File: config.mk
export PLATFORM = sky130hd
export DESIGN_NAME = utf8_lenient_byte_decoder
export DESIGN_NICKNAME = d
export VERILOG_FILES = /design/src/sv/ulbd_pkg.sv /design/src/sv/ulbd_core.sv /design/src/sv/ulbd_outq.sv /design/src/sv/utf8_lenient_byte_decoder.sv
export SDC_FILE = /design/constraint.sdc
export NUM_CORES = 1
export LEC_CHECK = 0
export BUFFER_PORTS_ARGS = -buffer_cell sky130_fd_sc_hd__buf_4
export CORE_UTILIZATION = 40
export CTS_BUF_LIST = sky130_fd_sc_hd__clkbuf_4
export DETAILED_ROUTE_END_ITERATION = 10
export GPL_TIMING_DRIVEN = 1
export SYNTH_ARGS = -nofsm -noshare
export SYNTH_HDL_FRONTEND = slang
export SYNTH_HIERARCHICAL = 1
export SYNTH_SLANG_ARGS = --single-unit
File: constraint.sdc
create_clock -name clk -period 7.4 [get_ports clk]
set_input_delay 0.74 -clock clk [delete_from_list [all_inputs] [get_ports clk]]
set_output_delay 0.74 -clock clk [all_outputs]
set_load 0.03 [all_outputs]
File: src/sv/ulbd_pkg.sv
`timescale 1ns / 1ps

package ulbd_pkg;

    localparam int unsigned MAX_RESULTS = 4;
    localparam int unsigned HELD_DEPTH  = 3;

    localparam logic [7:0] LEAD2_MIN = 8'hC0;
    localparam logic [7:0] LEAD3_MIN = 8'hE0;
    localparam logic [7:0] LEAD4_MIN = 8'hF0;
    localparam logic [7:0] RAW_MIN   = 8'hF8;
    localparam logic [1:0] CONT_TAG  = 2'b10;

    typedef struct packed {
        logic [20:0] code_point;
        logic [2:0]  bytes_used;
        logic        last_of_run;
    } ulbd_result_t;

    // All results caused by one input byte, in delivery order from entry 0.
    typedef struct packed {
        ulbd_result_t [MAX_RESULTS-1:0] res;
        logic [2:0]                     count;
    } ulbd_batch_t;

endpackage

File: src/sv/ulbd_core.sv
`timescale 1ns / 1ps

module ulbd_core (
    input  logic               clk,
    input  logic               rst_n,
    input  logic               fire,
    input  logic [7:0]         in_byte,
    input  logic               end_of_string,
    output ulbd_pkg::ulbd_batch_t batch
);
    import ulbd_pkg::*;

    logic [7:0] held_reg [HELD_DEPTH];
    logic [7:0] held_next [HELD_DEPTH];
    logic [1:0] cnt_reg, cnt_next;
    logic [2:0] exp_reg, exp_next;

    logic        is_cont;
    logic        is_lead;
    logic        seq_open;
    logic        complete;
    logic        emit_b;
    logic [2:0]  flush_cnt;
    logic [2:0]  n_res;
    logic [2:0]  lead_len;
    logic [20:0] decoded;

    always_comb
    begin
        is_cont  = (in_byte[7:6] == CONT_TAG);
        is_lead  = (in_byte >= LEAD2_MIN) && (in_byte < RAW_MIN);
        seq_open = (exp_reg != 3'd0);
        complete = ({1'b0, cnt_reg} + 3'd1) >= exp_reg;
        lead_len = (in_byte < LEAD3_MIN) ? 3'd2 : ((in_byte < LEAD4_MIN) ? 3'd3 : 3'd4);

        case (exp_reg)
            3'd2:    decoded = {10'd0, held_reg[0][4:0], in_byte[5:0]};
            3'd3:    decoded = {5'd0, held_reg[0][3:0], held_reg[1][5:0], in_byte[5:0]};
            default: decoded = {held_reg[0][2:0], held_reg[1][5:0], held_reg[2][5:0],
                                in_byte[5:0]};
        endcase

        // Held bytes go out raw when the sequence breaks or the string ends early.
        if (seq_open && (!is_cont || (!complete && end_of_string)))
            flush_cnt = {1'b0, cnt_reg};
        else
            flush_cnt = 3'd0;

        if (seq_open && is_cont)
            emit_b = !complete && end_of_string;
        else
            emit_b = !is_lead || end_of_string;

        n_res = flush_cnt + {2'b00, emit_b};

        batch = '0;
        if (seq_open && is_cont && complete)
        begin
            batch.count                 = 3'd1;
            batch.res[0].code_point     = decoded;
            batch.res[0].bytes_used     = exp_reg;
            batch.res[0].last_of_run    = 1'b1;
        end
        else
        begin
            batch.count = n_res;
            for (int k = 0; k < MAX_RESULTS; k++)
            begin
                batch.res[k].code_point  = {13'd0, in_byte};
                batch.res[k].bytes_used  = 3'd1;
                batch.res[k].last_of_run = (3'(k) == n_res - 3'd1);
            end
            for (int k = 0; k < HELD_DEPTH; k++)
            begin
                if (3'(k) < flush_cnt)
                    batch.res[k].code_point = {13'd0, held_reg[k]};
            end
        end

        held_next = held_reg;
        cnt_next  = cnt_reg;
        exp_next  = exp_reg;
        if (fire)
        begin
            if (seq_open && is_cont)
            begin
                if (complete || end_of_string)
                begin
                    cnt_next = 2'd0;
                    exp_next = 3'd0;
                end
                else
                begin
                    for (int k = 0; k < HELD_DEPTH; k++)
                    begin
                        if (2'(k) == cnt_reg)
                            held_next[k] = in_byte;
                    end
                    cnt_next = cnt_reg + 2'd1;
                end
            end
            else if (is_lead && !end_of_string)
            begin
                held_next[0] = in_byte;
                cnt_next     = 2'd1;
                exp_next     = lead_len;
            end
            else
            begin
                cnt_next = 2'd0;
                exp_next = 3'd0;
            end
        end
    end

    always_ff @(posedge clk or negedge rst_n)
    begin
        if (!rst_n)
        begin
            cnt_reg <= 2'd0;
            exp_reg <= 3'd0;
        end
        else
        begin
            cnt_reg <= cnt_next;
            exp_reg <= exp_next;
        end
    end

    always_ff @(posedge clk)
    begin
        held_reg <= held_next;
    end

endmodule

File: src/sv/ulbd_outq.sv
`timescale 1ns / 1ps

module ulbd_outq (
    input  logic                  clk,
    input  logic                  rst_n,
    input  logic                  load,
    input  ulbd_pkg::ulbd_batch_t batch,
    output logic                  free,
    output logic                  out_valid,
    input  logic                  out_ready,
    output ulbd_pkg::ulbd_result_t head
);
    import ulbd_pkg::*;

    ulbd_result_t q_reg [MAX_RESULTS];
    ulbd_result_t q_next [MAX_RESULTS];
    logic [2:0]   cnt_reg, cnt_next;
    logic         pop;

    assign out_valid = (cnt_reg != 3'd0);
    assign pop       = out_valid && out_ready;
    // A new batch may land in the same cycle the last pending result transfers.
    assign free      = (cnt_reg == 3'd0) || ((cnt_reg == 3'd1) && pop);
    assign head      = q_reg[0];

    always_comb
    begin
        q_next   = q_reg;
        cnt_next = cnt_reg;
        if (load)
        begin
            for (int k = 0; k < MAX_RESULTS; k++)
                q_next[k] = batch.res[k];
            cnt_next = batch.count;
        end
        else if (pop)
        begin
            for (int k = 0; k < MAX_RESULTS - 1; k++)
                q_next[k] = q_reg[k+1];
            cnt_next = cnt_reg - 3'd1;
        end
    end

    always_ff @(posedge clk or negedge rst_n)
    begin
        if (!rst_n)
            cnt_reg <= 3'd0;
        else
            cnt_reg <= cnt_next;
    end

    always_ff @(posedge clk)
    begin
        q_reg <= q_next;
    end

endmodule

File: src/sv/utf8_lenient_byte_decoder.sv
`timescale 1ns / 1ps
// A byte is registered in the input register, then its results in the output queue,
// whose head drives the output; a busy queue holds the byte in the input register.
// Throughput: one byte per cycle while each byte yields at most one result and
// out_ready is high; a byte with several results holds the queue until all transfer.
// Reset (rst_n, asynchronous, active low) empties the input register and the output
// queue and leaves the decoder with no open sequence.

module utf8_lenient_byte_decoder (
    input  logic        clk,
    input  logic        rst_n,
    input  logic        in_valid,
    output logic        in_ready,
    input  logic [7:0]  in_byte,
    input  logic        end_of_string,
    output logic        out_valid,
    input  logic        out_ready,
    output logic [20:0] code_point,
    output logic [2:0]  bytes_used,
    output logic        last_of_run
);
    import ulbd_pkg::*;

    logic         in_valid_reg, in_valid_next;
    logic [7:0]   byte_reg;
    logic         eos_reg;
    logic         free;
    logic         advance;
    ulbd_batch_t  batch;
    ulbd_result_t head;

    assign advance  = in_valid_reg && free;
    assign in_ready = !in_valid_reg || advance;

    always_comb
    begin
        if (in_valid && in_ready)
            in_valid_next = 1'b1;
        else if (advance)
            in_valid_next = 1'b0;
        else
            in_valid_next = in_valid_reg;
    end

    always_ff @(posedge clk or negedge rst_n)
    begin
        if (!rst_n)
            in_valid_reg <= 1'b0;
        else
            in_valid_reg <= in_valid_next;
    end

    always_ff @(posedge clk)
    begin
        if (in_valid && in_ready)
        begin
            byte_reg <= in_byte;
            eos_reg  <= end_of_string;
        end
    end

    ulbd_core u_core (
        .clk           (clk),
        .rst_n         (rst_n),
        .fire          (advance),
        .in_byte       (byte_reg),
        .end_of_string (eos_reg),
        .batch         (batch)
    );

    ulbd_outq u_outq (
        .clk       (clk),
        .rst_n     (rst_n),
        .load      (advance),
        .batch     (batch),
        .free      (free),
        .out_valid (out_valid),
        .out_ready (out_ready),
        .head      (head)
    );

    assign code_point  = head.code_point;
    assign bytes_used  = head.bytes_used;
    assign last_of_run = head.last_of_run;

    // A decoded multi-byte sequence is always the only result of its byte.
    assert property (@(posedge clk) disable iff (!rst_n)
        out_valid && (bytes_used != 3'd1) |-> last_of_run)
        else $error("decoded result not marked last");

    // Raw results carry a single byte value.
    assert property (@(posedge clk) disable iff (!rst_n)
        out_valid && (bytes_used == 3'd1) |-> (code_point[20:8] == 13'd0))
        else $error("raw result wider than a byte");

    // A registered byte that cannot move on is kept.
    assert property (@(posedge clk) disable iff (!rst_n)
        in_valid_reg && !free |=> in_valid_reg)
        else $error("registered input byte lost");

    // A byte leaves the input register only into a free output queue.
    assert property (@(posedge clk) disable iff (!rst_n)
        $fell(in_valid_reg) |-> $past(free))
        else $error("input byte dropped while queue busy");

endmodule
### Word level (Yosys, flattened, before mapping)

Cells that the tools add are included.

| cells by class | value |
|---|---|
| $add $sub $neg | 5 |
| order comparisons | 8 |
| equal/unequal tests | 12 |
| mux-type cells | 28 |
| bitwise logic cells | 1 |
| reduce and logical (&&, ||, !) cells | 32 |

Operators by type and width:

| kind | number |
|---|---|
| $mux 75 | 2 |
| $mux 8 | 8 |
| $mux 52 | 1 |
| $pmux 21 s2 | 1 |
| $mux 28 | 1 |
| $lt 8x8->1 const B | 3 |
| $mux 24 | 1 |
| $mux 3 | 7 |
| $reduce_and 4->1 | 3 |
| $logic_and 1x1->1 | 10 |
| $ge 8x8->1 const B | 1 |
| $eq 2x3->1 const A | 2 |
| $eq 3x2->1 const B | 2 |
| $logic_not 3->1 | 2 |
| $mux 2 | 3 |
| $ne 2x2->1 const B | 3 |
| $reduce_bool 2->1 | 3 |
| $reduce_bool 3->1 | 2 |
| $sub 3x1->3 const B | 2 |
| $logic_not 1->1 | 5 |
| $logic_or 1x1->1 | 5 |
| $lt 1x2->1 const A | 2 |
| $mux 1 | 4 |
| $add 2x1->3 | 1 |
| 12 further kinds | 12 |

| word-level totals | value |
|---|---|
| register bits | 142 |
| output and inout bits | 27 |
| logic and storage cells | 108 |

### Logic depth before layout (Yosys ltp)

Gate-level depths: netlist of the first run.

| logic depth | value |
|---|---|
| depth in word-level cells | 12 |
| depth in mapped cells | 13 |
| gate-level depth less buffers | 12 |

### Cells and area by module

Netlist of the first run, hierarchy kept.

By module, submodules not included:

| module | times used | cells each | area each (µm²) | sequential area each (µm²) |
|---|---|---|---|---|
| ulbd_outq | 1 | 236 | 4540.6 | 3078.0 |
| ulbd_core | 1 | 272 | 2571.2 | 845.8 |
| utf8_lenient_byte_decoder | 1 | 14 | 330.3 | 295.3 |

### Worst setup path before layout of the first run

OpenSTA, ideal clock, no wires.

| timing path | value |
|---|---|
| kind | input port to flip-flop |
| from | input port out_ready |
| to | register u_outq.q_reg (netlist bit u_outq/head[0]), enable pin |
| arrival | 3555 ps |
| data required time | 6968 ps |
| path slack | 3413 ps |
| stages on the path | 6 |
| buffers on the path | 2 |
| cell sequence | a21oi_1 -> nor2_1 -> and2_1 -> buf_6 -> buf_6 -> a21o_1 |

| between the ends | value |
|---|---|
| word-level cells in the longest chain between the ends | 5 |

Ends and longest elaborated chain:

| what | line | text |
|---|---|---|
| from (decl) | utf8_lenient_byte_decoder.sv:17 | `input logic out_ready,` |
| $logic_and 1x1->1 | ulbd_outq.sv:21 | `assign pop = out_valid && out_ready;` |
| $logic_and 1x1->1 | ulbd_outq.sv:23 | `assign free = (cnt_reg == 3'd0) \|\| ((cnt_reg == 3'd1) && pop);` |
| $logic_or 1x1->1 | ulbd_outq.sv:23 |  |
| via free | utf8_lenient_byte_decoder.sv:27 | `logic free;` |
| $logic_and 1x1->1 | utf8_lenient_byte_decoder.sv:32 | `assign advance = in_valid_reg && free;` |
| via advance | utf8_lenient_byte_decoder.sv:28 | `logic advance;` |
| $reduce_bool 2->1 (no line) | n/a |  |
| to (signal assigned) | ulbd_outq.sv:54 | `q_reg <= q_next;` |
| to (decl) | ulbd_outq.sv:15 | `ulbd_result_t q_reg [MAX_RESULTS];` |

The timed path passes the listed nets, and every way through them passes these cells.
A chain may end at the register's enable or synchronous reset.

==> summary.md, run 1 <==
| Metric | Value |
|---|---|
| Drt drc | 8 |
| CTS tree | yes |
| Mean post-synth cell area | 14.3 um^2 |
| Area of placed instances | 7500 um^2 |
| Worst EP arrival | 3.55 ns |
| Setup WS post-layout | 4.14 ns |
| Slew HR | 27.5% |
| Sequential area share after synthesis | 56.7% |
| Max-slew violations | 0 |
| CTS Buffer Depth | 2 |
| Pre-Repair DR Iteration Count | 7 |
| Commonest non-fill, non-tap cell in the layout | edfxtp_1 |
| Register bit total from synthesis | 142 |
| RSZ-0062 raised after global routing | false |
| Leak | 3.07 nW |
| R2R setup slack | 4.14 ns |
| Critical Path Start | u_outq/cnt_reg[0] |
| Most frequent cells in the layout | edfxtp_1 (133), mux2_4 (52), conb_1 (45), buf_4 (40), mux2_2 (31) |
| Initial drt markers | 265 |
| Worst setup EP type | register |
| Die area | 19,200 um^2 |
| Vias per cell | 4.87 |
| Yosys cell types | 61 |
| Fin crit share | 44.1% |
| Rows | 49 |
| Vias in the first global route | 3,849 |
| Die height | 138 um |
| # port buffers | 39 |
| Status | finished, violations left |
| Tmin final | 3.26 ns |
| Worst Max-Slew Pin Slew | 1.08 ns |
| Kind of critical path | register to register |
| Final setup viols | 0 |
| Peak supply drop | 0.000202 V |
| Nets | 556 |
| WP data required | 7.69 ns |
| Core Area | 18,100 um^2 |
| Hold Crit Class | primary input to register |
| GRT Util Overall | 14.4% |
| Routed vias | 3,760 |
| Post-layout instance area | 7730 um^2 |
| GR Overflow Total | 0 |
| Routed WL | 12,900 um |
| Largest register FFs | 75 |
| Max cap viols | 0 |
| Fin Hold WS | 0.364 ns |
| Netlist Area Pre-Place | 7440 um^2 |
| Detailed Place HPWL | 8320 um |
| Worst slack at placement | 4.00 ns |
| GPL Wtd Cong | 0.855 |
| # H-tree levels | 4 |
| PD cells | 443 nW/um^2 |
| Yosys warning total | 6 |
| Total CTS buffers | 17 |
| Worst-path maximum fanout | 61 |
| CTS clock-pin slew for the worst setup and hold paths | 0.12 ns |
| Initial core utilization | 41.1% |
| Reg2reg end | u_outq/head[24] |
| Synth async-reset ratio | 6.34% |
| Die X | 138 um |
| Area delta synth->final | 3.88% |
| Peak Freq | 307 MHz |
| First-pass GRT wire length | 20,900 um |
| Clock latency on the worst-skew pair | 0.54 ns |
| Post-synth EDFFs | 133 |
| Antenna violations before repair | 1 |
| Clock skew | 0.0143 ns |
| Antenna viol nets, final | 0 |
| Violated checks | DRC |
| IO Pins | 40 |
| Clock Sinks | 142 |
| Final core occ | 42.7% |
| Top FF cell, synth | edfxtp_1 |
| Setup crit end | u_outq/head[24] |
| Fillcell total | 1,623 |
| Layout cells sized above 1 | 30.6% |
| Setup crit start kind | register |
| Cells after Synth | 522 |
| Per-cell routed wire length | 16.7 um |
| Final hold violation count | 0 |
| Worst Reg-to-Reg Cells | 7 |
| CTS Root Cell | clkbuf_4 |
| Fin Setup TNS | 0 ns |
| R2r startpoint | u_outq/cnt_reg[0] |
| Largest net degree at the start of global routing | 76 |
==> logic make-up after synthesis <==
group,Yosys count,synth area share [%]
compound gates,55,5.77
fa+ha+maj,11,1.85
buf+inv,123,11.0
flops,142,56.7
mux,103,17.9
other cells,1,0.0504
simple gates,87,6.76
==> critical path: stages, from the launching register on <==
cell and delay (ns):
dfrtp_1 0.41, inv_1 0.11, ha_1 0.25, a21oi_1 0.07, nor2_1 0.14, and2_4 0.69
buf_4 0.86, mux2_2 0.41
==> final cells by class <==
class                      count  area, um^2  share of cell area, %
antenna                        1        2.50                 0.0324
clock buffer                  20         150                   1.94
clock inverter                 9        72.6                  0.939
inverter                      29         109                   1.41
multi-input combinational    301        2580                   33.4
sequential                   142        4220                   54.6
tap                          229         287                   3.71
timing repair buffer          41         310                   4.01
==> through the flow <==
step	cells	power, W
2_1_floorplan	566	0.00282
3_3_place_gp	741	0.00299
3_5_place_dp	741	0.00303
4_1_cts	771	0.00347
5_1_grt	772	0.00362
6_report	772	0.00342
==> Yosys cell counts (2+ instances only) <==
| cell type | number | area [um^2] |
|---|---|---|
| or3_1 | 2 | 12.5 |
| inv_1 | 29 | 109 |
| nor3_1 | 5 | 25.0 |
| nand3_1 | 11 | 55.1 |
| o2bb2ai_1 | 2 | 17.5 |
| o21ai_1 | 2 | 10.0 |
| a21oi_1 | 13 | 65.1 |
| buf_6 | 10 | 113 |
| nand2b_1 | 4 | 25.0 |
| o21ai_0 | 8 | 40.0 |
| a21o_1 | 2 | 15.0 |
| clkbuf_1 | 5 | 18.8 |
| o31ai_1 | 2 | 15.0 |
| mux2_1 | 2 | 22.5 |
| a211oi_1 | 3 | 22.5 |
| dfrtp_1 | 9 | 225 |
| mux2_4 | 52 | 781 |
| mux2_2 | 31 | 349 |
| nand2_1 | 14 | 52.6 |
| and3_1 | 6 | 37.5 |
| ha_1 | 11 | 138 |
| a211o_1 | 2 | 17.5 |
| and2_1 | 9 | 56.3 |
| o21a_1 | 2 | 15.0 |
| nand2b_4 | 3 | 41.3 |
| and3b_1 | 2 | 17.5 |
| mux2i_1 | 18 | 180 |
| buf_2 | 5 | 25.0 |
| edfxtp_1 | 133 | 3990 |
| buf_4 | 73 | 548 |
| o21ai_4 | 2 | 32.5 |
| o2111ai_1 | 3 | 26.3 |
| nor2_1 | 18 | 67.6 |
| nor2b_1 | 2 | 12.5 |
==> layer usage <==
| metal | GRT usage, % | share of wire, % | up-vias |
|---|---|---|---|
| met5 | 0 | 0 | - |
| met1 | 18.1 | 45 | 1839 |
| met3 | 3.78 | 4.5 | 20 |
| met4 | 7.45 | 2.0 | 0 |
| met2 | 23.1 | 48 | 101 |
| li1 | - | - | 1800 |
==> repair_timing <==
item	CTS	global route
endpoints found under the hold margin	9	0
resized for setup	0	0
buffers inserted	0	0
hold buffers	1	0
==> report_power, final <==
part | internal [W] | total (W) | switching [W]
sequential | 0.00139 | 0.00151 | 0.000127
clock | 0.000168 | 0.000433 | 0.000266
combinational | 0.000675 | 0.00148 | 0.000803
total | 0.00223 | 0.00342 | 0.00120
==> worst min-delay path by stage <==
stage                                 from                 end  slack, ns  depth (start not counted)
after detailed placement  u_outq/q_reg[10]    u_outq/q_reg[35]       0.53                          1
final                           in_byte[0]         byte_reg[0]       0.36                          1
after global placement         byte_reg[1]  u_core/held_reg[1]       0.52                          0
after CTS                       in_byte[0]         byte_reg[0]       0.31                          1
after floorplan                      rst_n        in_valid_reg       0.44                          0
after global routing            in_byte[0]         byte_reg[0]       0.30                          1
Note: power is estimated with default switching activity, not from simulation.
==> inputs of run 2 (changes only) <==
--- a/config.mk
+++ b/config.mk
@@ -5,6 +5,7 @@
 export SDC_FILE = /design/constraint.sdc
 export NUM_CORES = 1
 export LEC_CHECK = 0
+export ABC_AREA = 1
 export BUFFER_PORTS_ARGS = -buffer_cell sky130_fd_sc_hd__buf_4
 export CORE_UTILIZATION = 40
 export CTS_BUF_LIST = sky130_fd_sc_hd__clkbuf_4
==> constraint.sdc (replaced) <==
create_clock -name clk -period 3.1 [get_ports clk]
set_input_delay 0.31 -clock clk [delete_from_list [all_inputs] [get_ports clk]]
set_output_delay 0.31 -clock clk [all_outputs]
set_load 0.03 [all_outputs]
==> run 2 against run 1 <==
  * The flow now finishes without violations
  * Core utilization rose by 1.1 points
  * Clock-buffer cell count fell by 3
  * Global-route usage rose by 1.4 points
  * First-iteration DRC count rose by 23%
  * Non-clock buffer count rose by 20
  * Largest cell class unchanged
==> summary.md, run 2 <==
| Metric | Value |
|---|---|
| Most used cell, CP | nand2_1 |
| Compound-cell area share of the yosys netlist | 4.42% |
| Netlist Area Pre-Place | 7050 um^2 |
| Top FF cell, synth | edfxtp_1 |
| CTS tree | yes |
| Fin crit share | 90.6% |
| Die X | 135 um |
| Mean post-synth cell area | 9.79 um^2 |
| Sequential area share after synthesis | 59.9% |
| Vias in the first global route | 4,250 |
| WP data required | 3.41 ns |
| PD cells | 1030 nW/um^2 |
| Crit path max-delay family | simple AND/OR/NAND/NOR gates |
| Leak | 3.30 nW |
| Post-synth EDFFs | 133 |
| Post-Synth Adder-Cell Area | 1.95% |
| Post-layout instance area | 7550 um^2 |
| Initial drt markers | 326 |
| Routed WL | 13,400 um |
| Post-CTS Setup Inserts | 0 |
| Nets | 772 |
| Most frequent cells in the layout | nand2_1 (299), edfxtp_1 (133), buf_4 (49), conb_1 (45), nor2_1 (43) |
| # port buffers | 39 |
| Clock skew | 0.0185 ns |
| Antenna violations before repair | 1 |
| Synth top area cells | edfxtp_1 (57%), nand2_1 (16%), buf_4 (7.8%) |
| Total CTS buffers | 17 |
| Worst Max-Slew Pin Slew | 1.01 ns |
| Reg2reg end | u_outq/q_reg[50] |
| Largest net degree at the start of global routing | 97 |
| R2R setup slack | 0.29 ns |
| Simple-Gate Fraction of Synth Area | 21.2% |
| Worst-path maximum fanout | 16 |
| Area delta synth->final | 7.16% |
| GRT Util Overall | 15.8% |
| Largest register FFs | 75 |
| Hold Crit Class | primary input to asynchronous set/reset pin |
| GR Overflow Total | 0 |
| CP Buf/Inv Count | 4 |
| Drt drc | 0 |
| Cells after Synth | 720 |
| Setup crit start kind | register |
| CTS Buffer Depth | 2 |
| Per-cell routed wire length | 13.6 um |
| Tmin final | 2.81 ns |
| Post-synth top area share | 56.7% |
| IO Pins | 40 |
| Peak supply drop | 0.000521 V |
| Largest family of logic cells by synthesized area | simple AND/OR/NAND/NOR gates |
| Final hold violation count | 0 |
| Leading area contributor after synthesis | edfxtp_1 |
| Yosys cell types | 36 |
| First-pass GRT wire length | 21,400 um |
| Core Area | 17,200 um^2 |
| Fin Setup TNS | 0 ns |
| Clock Sinks | 142 |
| Layout cells sized above 1 | 14.1% |
| Multiplexer share of the synthesized area | 0% |
| Worst Reg-to-Reg Cells | 17 |
| Worst EP arrival | 3.12 ns |
| Detailed Place HPWL | 9190 um |
| Register bit total from synthesis | 142 |
| Status | complete, no violations |
| # H-tree levels | 4 |
| Worst setup EP type | register |
| Fillcell total | 1,634 |
| RSZ-0062 raised after global routing | false |
| Most common cell in the synthesized netlist | nand2_1 |
| Final setup viols | 0 |
| Die area | 18,200 um^2 |
| Area of placed instances | 7170 um^2 |
| Critical-path cell list | inv_1 > ha_1 > ha_1 > nand2_1 > inv_1 > nand2_1 > nand3_1 > nand2_2 > nand3_4 > inv_1 > ha_1 > inv_1 > nor2_2 > nand2_1 > nor2_1 > nand2_1 > nand2_1 |
| Most instantiated cells after synthesis | nand2_1 (299), edfxtp_1 (133), buf_4 (73) |
| Peak Freq | 356 MHz |
| CTS Root Cell | clkbuf_4 |
| Synth async-reset ratio | 6.34% |
| Synthesized-area fraction occupied by xor and xnor cells | 0% |
| GPL Wtd Cong | 0.816 |
| Slew HR | 32.8% |
| Commonest non-fill, non-tap cell in the layout | nand2_1 |
| Die height | 135 um |
| Max cap viols | 0 |
| R2r startpoint | u_core/cnt_reg[1] |
| CTS clock-pin slew for the worst setup and hold paths | 0.13 ns |
| Routed vias | 4,497 |
| Antenna viol nets, final | 0 |
| Worst path slowest cell | dfrtp_2 |
| Kind of critical path | register to register |
| Clock latency on the worst-skew pair | 0.55 ns |
| Yosys warning total | 6 |
| Crit-path max cell delay | 0.47 ns |
| Max-slew violations | 0 |
| Pre-Repair DR Iteration Count | 4 |
| Initial core utilization | 40.9% |
| Rows | 48 |
| Vias per cell | 4.56 |
==> run 2: cell types whose count changed after synthesis, moves of 18 or more <==
cell / change
mux2_4: -52
o21ai_0: +20
nand2_1: +285
mux2_2: -31
nor2_1: +25
mux2i_1: -18
==> run 2: cell families (layout without fill, tap and decap cells) <==
group                    Yosys count  count (layout)
other                              1              46
buffers and inverters            139             136
AND/OR/NAND/NOR                  373             373
flip-flops                       142             142
adder cells (fa/ha/maj)           11              11
AO/OA/AOI/OAI                     54              54
==> run 2: cell type report <==
type	count	area [um^2]	area share (%)
flip-flops and latches	142	4220	55.9
multi-input cells	483	2120	28.0
repair buffers	61	498	6.59
well taps	225	282	3.73
inverters	43	170	2.25
clock inverters	15	135	1.79
clock buffers	17	128	1.69
diodes	1	2.50	0.0331
==> run 2: how the worst max path moves through the flow <==
stage | slack, ns | start | depth (start not counted) | to
final | 0.29 | u_core/cnt_reg[1] | 17 | u_outq/q_reg[50]
after global routing | 0.06 | u_core/cnt_reg[0] | 17 | u_outq/q_reg[50]
after CTS | 0.21 | u_core/cnt_reg[1] | 17 | u_outq/q_reg[50]
after detailed placement | 0.25 | u_core/cnt_reg[1] | 17 | u_outq/q_reg[50]
after global placement | 0.31 | u_core/cnt_reg[1] | 17 | u_outq/q_reg[50]
after floorplan | 0.18 | u_outq/cnt_reg[0] | 9 | u_outq/head[0]
==> run 2: where the power goes <==
| part | total [W] | switching [W] | internal, W |
|---|---|---|---|
| Clock | 0.00110 | 0.000699 | 0.000405 |
| Combinational | 0.00309 | 0.00220 | 0.000888 |
| Sequential | 0.00357 | 0.000249 | 0.00332 |
==> run 2: repair_timing <==
| item | CTS | global route |
|---|---|---|
| gates resized for setup | 0 | 1 |
| endpoints found under the hold margin | 19 | 0 |
| endpoints found under the setup margin | 0 | 3 |
| hold buffers | 11 | 0 |
==> run 2: layer usage <==
metal / up-vias / share of wire [%] / track usage [%]
met1: 2103 / 47 / 20.9
met4: 0 / 1.7 / 7.18
met3: 17 / 4.2 / 3.42
met5: - / 0 / 0
li1: 2283 / - / -
met2: 94 / 47 / 24.9
==> run 2: stage by stage <==
| step | total power [W] | cells | hold WS [ns] | setup slack (ns) | util (%) |
|---|---|---|---|---|---|
| after floorplan | 0.00612 | 764 | 0.0144 | 0.175 | - |
| after global placement | 0.00665 | 943 | 0.143 | 0.308 | 41.6 |
| after detailed placement | 0.00673 | 943 | 0.146 | 0.246 | 41.6 |
| after CTS | 0.00784 | 986 | 0.0612 | 0.212 | 43.8 |
| after global routing | 0.00835 | 987 | 0.0532 | 0.0557 | 43.8 |
| final | 0.00776 | 987 | 0.102 | 0.293 | 43.8 |
==> inputs of run 3 (changes only) <==
--- a/config.mk
+++ b/config.mk
@@ -7,10 +7,14 @@
 export LEC_CHECK = 0
 export ABC_AREA = 1
 export BUFFER_PORTS_ARGS = -buffer_cell sky130_fd_sc_hd__buf_4
+export CELL_PAD_IN_SITES_DETAIL_PLACEMENT = 0
+export CELL_PAD_IN_SITES_GLOBAL_PLACEMENT = 1
 export CORE_UTILIZATION = 40
 export CTS_BUF_LIST = sky130_fd_sc_hd__clkbuf_4
+export CTS_CLUSTER_SIZE = 16
 export DETAILED_ROUTE_END_ITERATION = 10
 export GPL_TIMING_DRIVEN = 1
+export PLACE_DENSITY_LB_ADDON = 0.1
 export SYNTH_ARGS = -nofsm -noshare
 export SYNTH_HDL_FRONTEND = slang
 export SYNTH_HIERARCHICAL = 1
==> constraint.sdc (replaced) <==
create_clock -name clk -period 3.1 [get_ports clk]
set_input_delay 0 -clock clk [delete_from_list [all_inputs] [get_ports clk]]
set_output_delay 0 -clock clk [all_outputs]
set_load 0.03 [all_outputs]
==> run 3 against run 2 <==
  * The run now ends with DRC left
  * Setup slack got worse by 0.039 ns
  * Cell count increased by 0.20%
  * Core utilization increased by 0.78 points
  * Global-route usage increased by 0.51 points
==> summary.md, run 3 (synthesis gave the netlist of run 2 again) <==
| Metric | Value |
|---|---|
| Status | finished, violations left |
| Violated checks | DRC |
| Final hold violation count | 0 |
| Pre-Repair DR Iteration Count | 8 |
| Per-cell routed wire length | 13.9 um |
| RSZ-0062 raised after global routing | false |
| Routed vias | 4,428 |
| Critical-path cell list | inv_1 > ha_1 > ha_1 > nand2_1 > inv_1 > nand2_1 > nand3_1 > nand2_2 > nand3_4 > inv_1 > ha_1 > inv_1 > nor2_2 > nand2_1 > nor2_1 > nand2_1 > nand2_1 |
| Leak | 3.35 nW |
| CTS Root Cell | clkbuf_4 |
| Rows | 48 |
| CTS clock-pin slew for the worst setup and hold paths | 0.12 ns |
| Setup WS post-layout | 0.254 ns |
| Commonest non-fill, non-tap cell in the layout | nand2_1 |
| PD cells | 1060 nW/um^2 |
| Fillcell total | 1,665 |
| Core Area | 17,200 um^2 |
| Met1 WL | 6660 um |
| CTS Buffer Depth | 2 |
| Post-layout instance area | 7690 um^2 |
| WP data required | 3.42 ns |
| R2R setup slack | 0.25 ns |
| Die area | 18,200 um^2 |
| Die height | 135 um |
| # H-tree levels | 4 |
| Seq pwr share | 43.8% |
| CTS tree | yes |
| Hold path cells | 2 |
| Setup crit start kind | register |
| R2r startpoint | u_core/cnt_reg[1] |
| # port buffers | 39 |
| Peak supply drop | 0.000499 V |
| Hold Crit Class | primary input to register |
| Kind of critical path | register to register |
| Max cap viols | 0 |
| HP Start | in_byte[7] |
| Worst setup EP type | register |
| Final Power | 0.00814 W |
| Area of placed instances | 7190 um^2 |
| Slew HR | 66.8% |
| Placed cell count | 942 |
| Internal Pwr Total | 0.00497 W |
| GR Overflow Total | 0 |
| Die X | 135 um |
| Sw Ratio | 39.0% |
| Clock power share | 17.5% |
| Max-slew violations | 0 |
| Post-CTS Setup Inserts | 0 |
| Final setup viols | 0 |
| Antenna viol nets, final | 0 |
| Clock Sinks | 142 |
| Clock skew | 0.0165 ns |
| Layout cells sized above 1 | 13.9% |
| NetSw | 0.00317 W |
| First-pass GRT wire length | 22,100 um |
| Vias per cell | 4.48 |
| Post-CTS sizing | 0 |
| Worst-path maximum fanout | 16 |
| Peak Freq | 351 MHz |
| Most used cell, CP | nand2_1 |
| Finished Layout Cells | 989 |
| Vias in the first global route | 4,260 |
| Worst Reg-to-Reg Cells | 17 |
| IO Pins | 40 |
| Hold-fix buffers at CTS | 14 |
| Clock latency on the worst-skew pair | 0.55 ns |
| GRT Util Overall | 16.3% |
| Largest net degree at the start of global routing | 85 |
| Routed WL | 13,700 um |
| Initial core utilization | 40.9% |
| Highest Signal Layer | met4 |
| Crit-path max cell delay | 0.50 ns |
| Reg2reg end | u_outq/q_reg[50] |
| Total CTS buffers | 17 |
| Worst slack at placement | 0.272 ns |
| Initial drt markers | 355 |
| Drt drc | 1 |
| Metal3 WL | 542 um |
| Fin Setup TNS | 0 ns |
| Worst Max-Slew Pin Slew | 0.494 ns |
| Fin crit share | 91.8% |
| Hold Crit Endpoint | byte_reg[7] |
| Logic pwr share | 38.7% |
| GPL Wtd Cong | 0.796 |
| Nets | 774 |
| Worst EP arrival | 3.17 ns |
| Worst path slowest cell | dfrtp_1 |
| Detailed Place HPWL | 9130 um |
| Tmin final | 2.85 ns |
| Area delta synth->final | 9.07% |
| Antenna violations before repair | 1 |
| Largest register FFs | 75 |
| Most frequent cells in the layout | nand2_1 (299), edfxtp_1 (133), buf_4 (46), conb_1 (45), nor2_1 (43) |
| DR WL met2 | 6320 um |
-- run 3: worst max-delay path by stage --
stage | cells past startpoint | slack (ns) | to | start
6_report | 17 | 0.25 | u_outq/q_reg[50] | u_core/cnt_reg[1]
5_1_grt | 17 | 0.004 | u_outq/q_reg[25] | u_core/cnt_reg[1]
4_1_cts | 17 | 0.25 | u_outq/q_reg[50] | u_core/cnt_reg[1]
3_5_place_dp | 17 | 0.27 | u_outq/q_reg[50] | u_core/cnt_reg[1]
3_3_place_gp | 17 | 0.33 | u_outq/q_reg[25] | u_core/cnt_reg[1]
2_1_floorplan | 9 | 0.18 | u_outq/head[0] | u_outq/cnt_reg[0]
-- run 3: power by group through the flow --
stage | Sequential (W) | Combinational [W] | Clock [W]
global placement | 0.00360 | 0.00317 | 0
finish | 0.00356 | 0.00315 | 0.00143
detailed placement | 0.00362 | 0.00319 | 0
global route | 0.00365 | 0.00355 | 0.00154
CTS | 0.00358 | 0.00322 | 0.00148
floorplan | 0.00354 | 0.00257 | 0
-- run 3: routing by layer --
| metal | up-vias | global-route usage [%] |
|---|---|---|
| met5 | - | 0 |
| li1 | 2282 | - |
| met2 | 88 | 25.0 |
| met4 | 0 | 6.62 |
| met1 | 2041 | 22.4 |
| met3 | 17 | 3.60 |
-- run 3: through the flow --
| stage | utilization [%] | hold WS (ns) |
|---|---|---|
| after floorplan | - | -0.296 |
| after global placement | 41.7 | -0.161 |
| after detailed placement | 41.7 | -0.158 |
| after CTS | 44.6 | 0.112 |
| after global routing | 44.6 | 0.112 |
| final | 44.6 | 0.161 |
-- run 3: critical path, delay by kind of cell, from the launching register on --
family,cells,cell delay [ns]
simple gates,10,0.89
buf+inv,4,0.40
flops,1,0.50
fa+ha+maj,3,0.84
-- run 3: layout make-up --
cell class | instances | area (um^2) | area share, %
Timing Repair Buffer | 63 | 546 | 7.10
Multi-Input combinational cell | 483 | 2120 | 27.5
Inverter | 43 | 170 | 2.21
Clock inverter | 14 | 216 | 2.82
Antenna cell | 1 | 2.50 | 0.0326
Tap cell | 225 | 282 | 3.66
Clock buffer | 18 | 135 | 1.76
Sequential cell | 142 | 4220 | 54.9
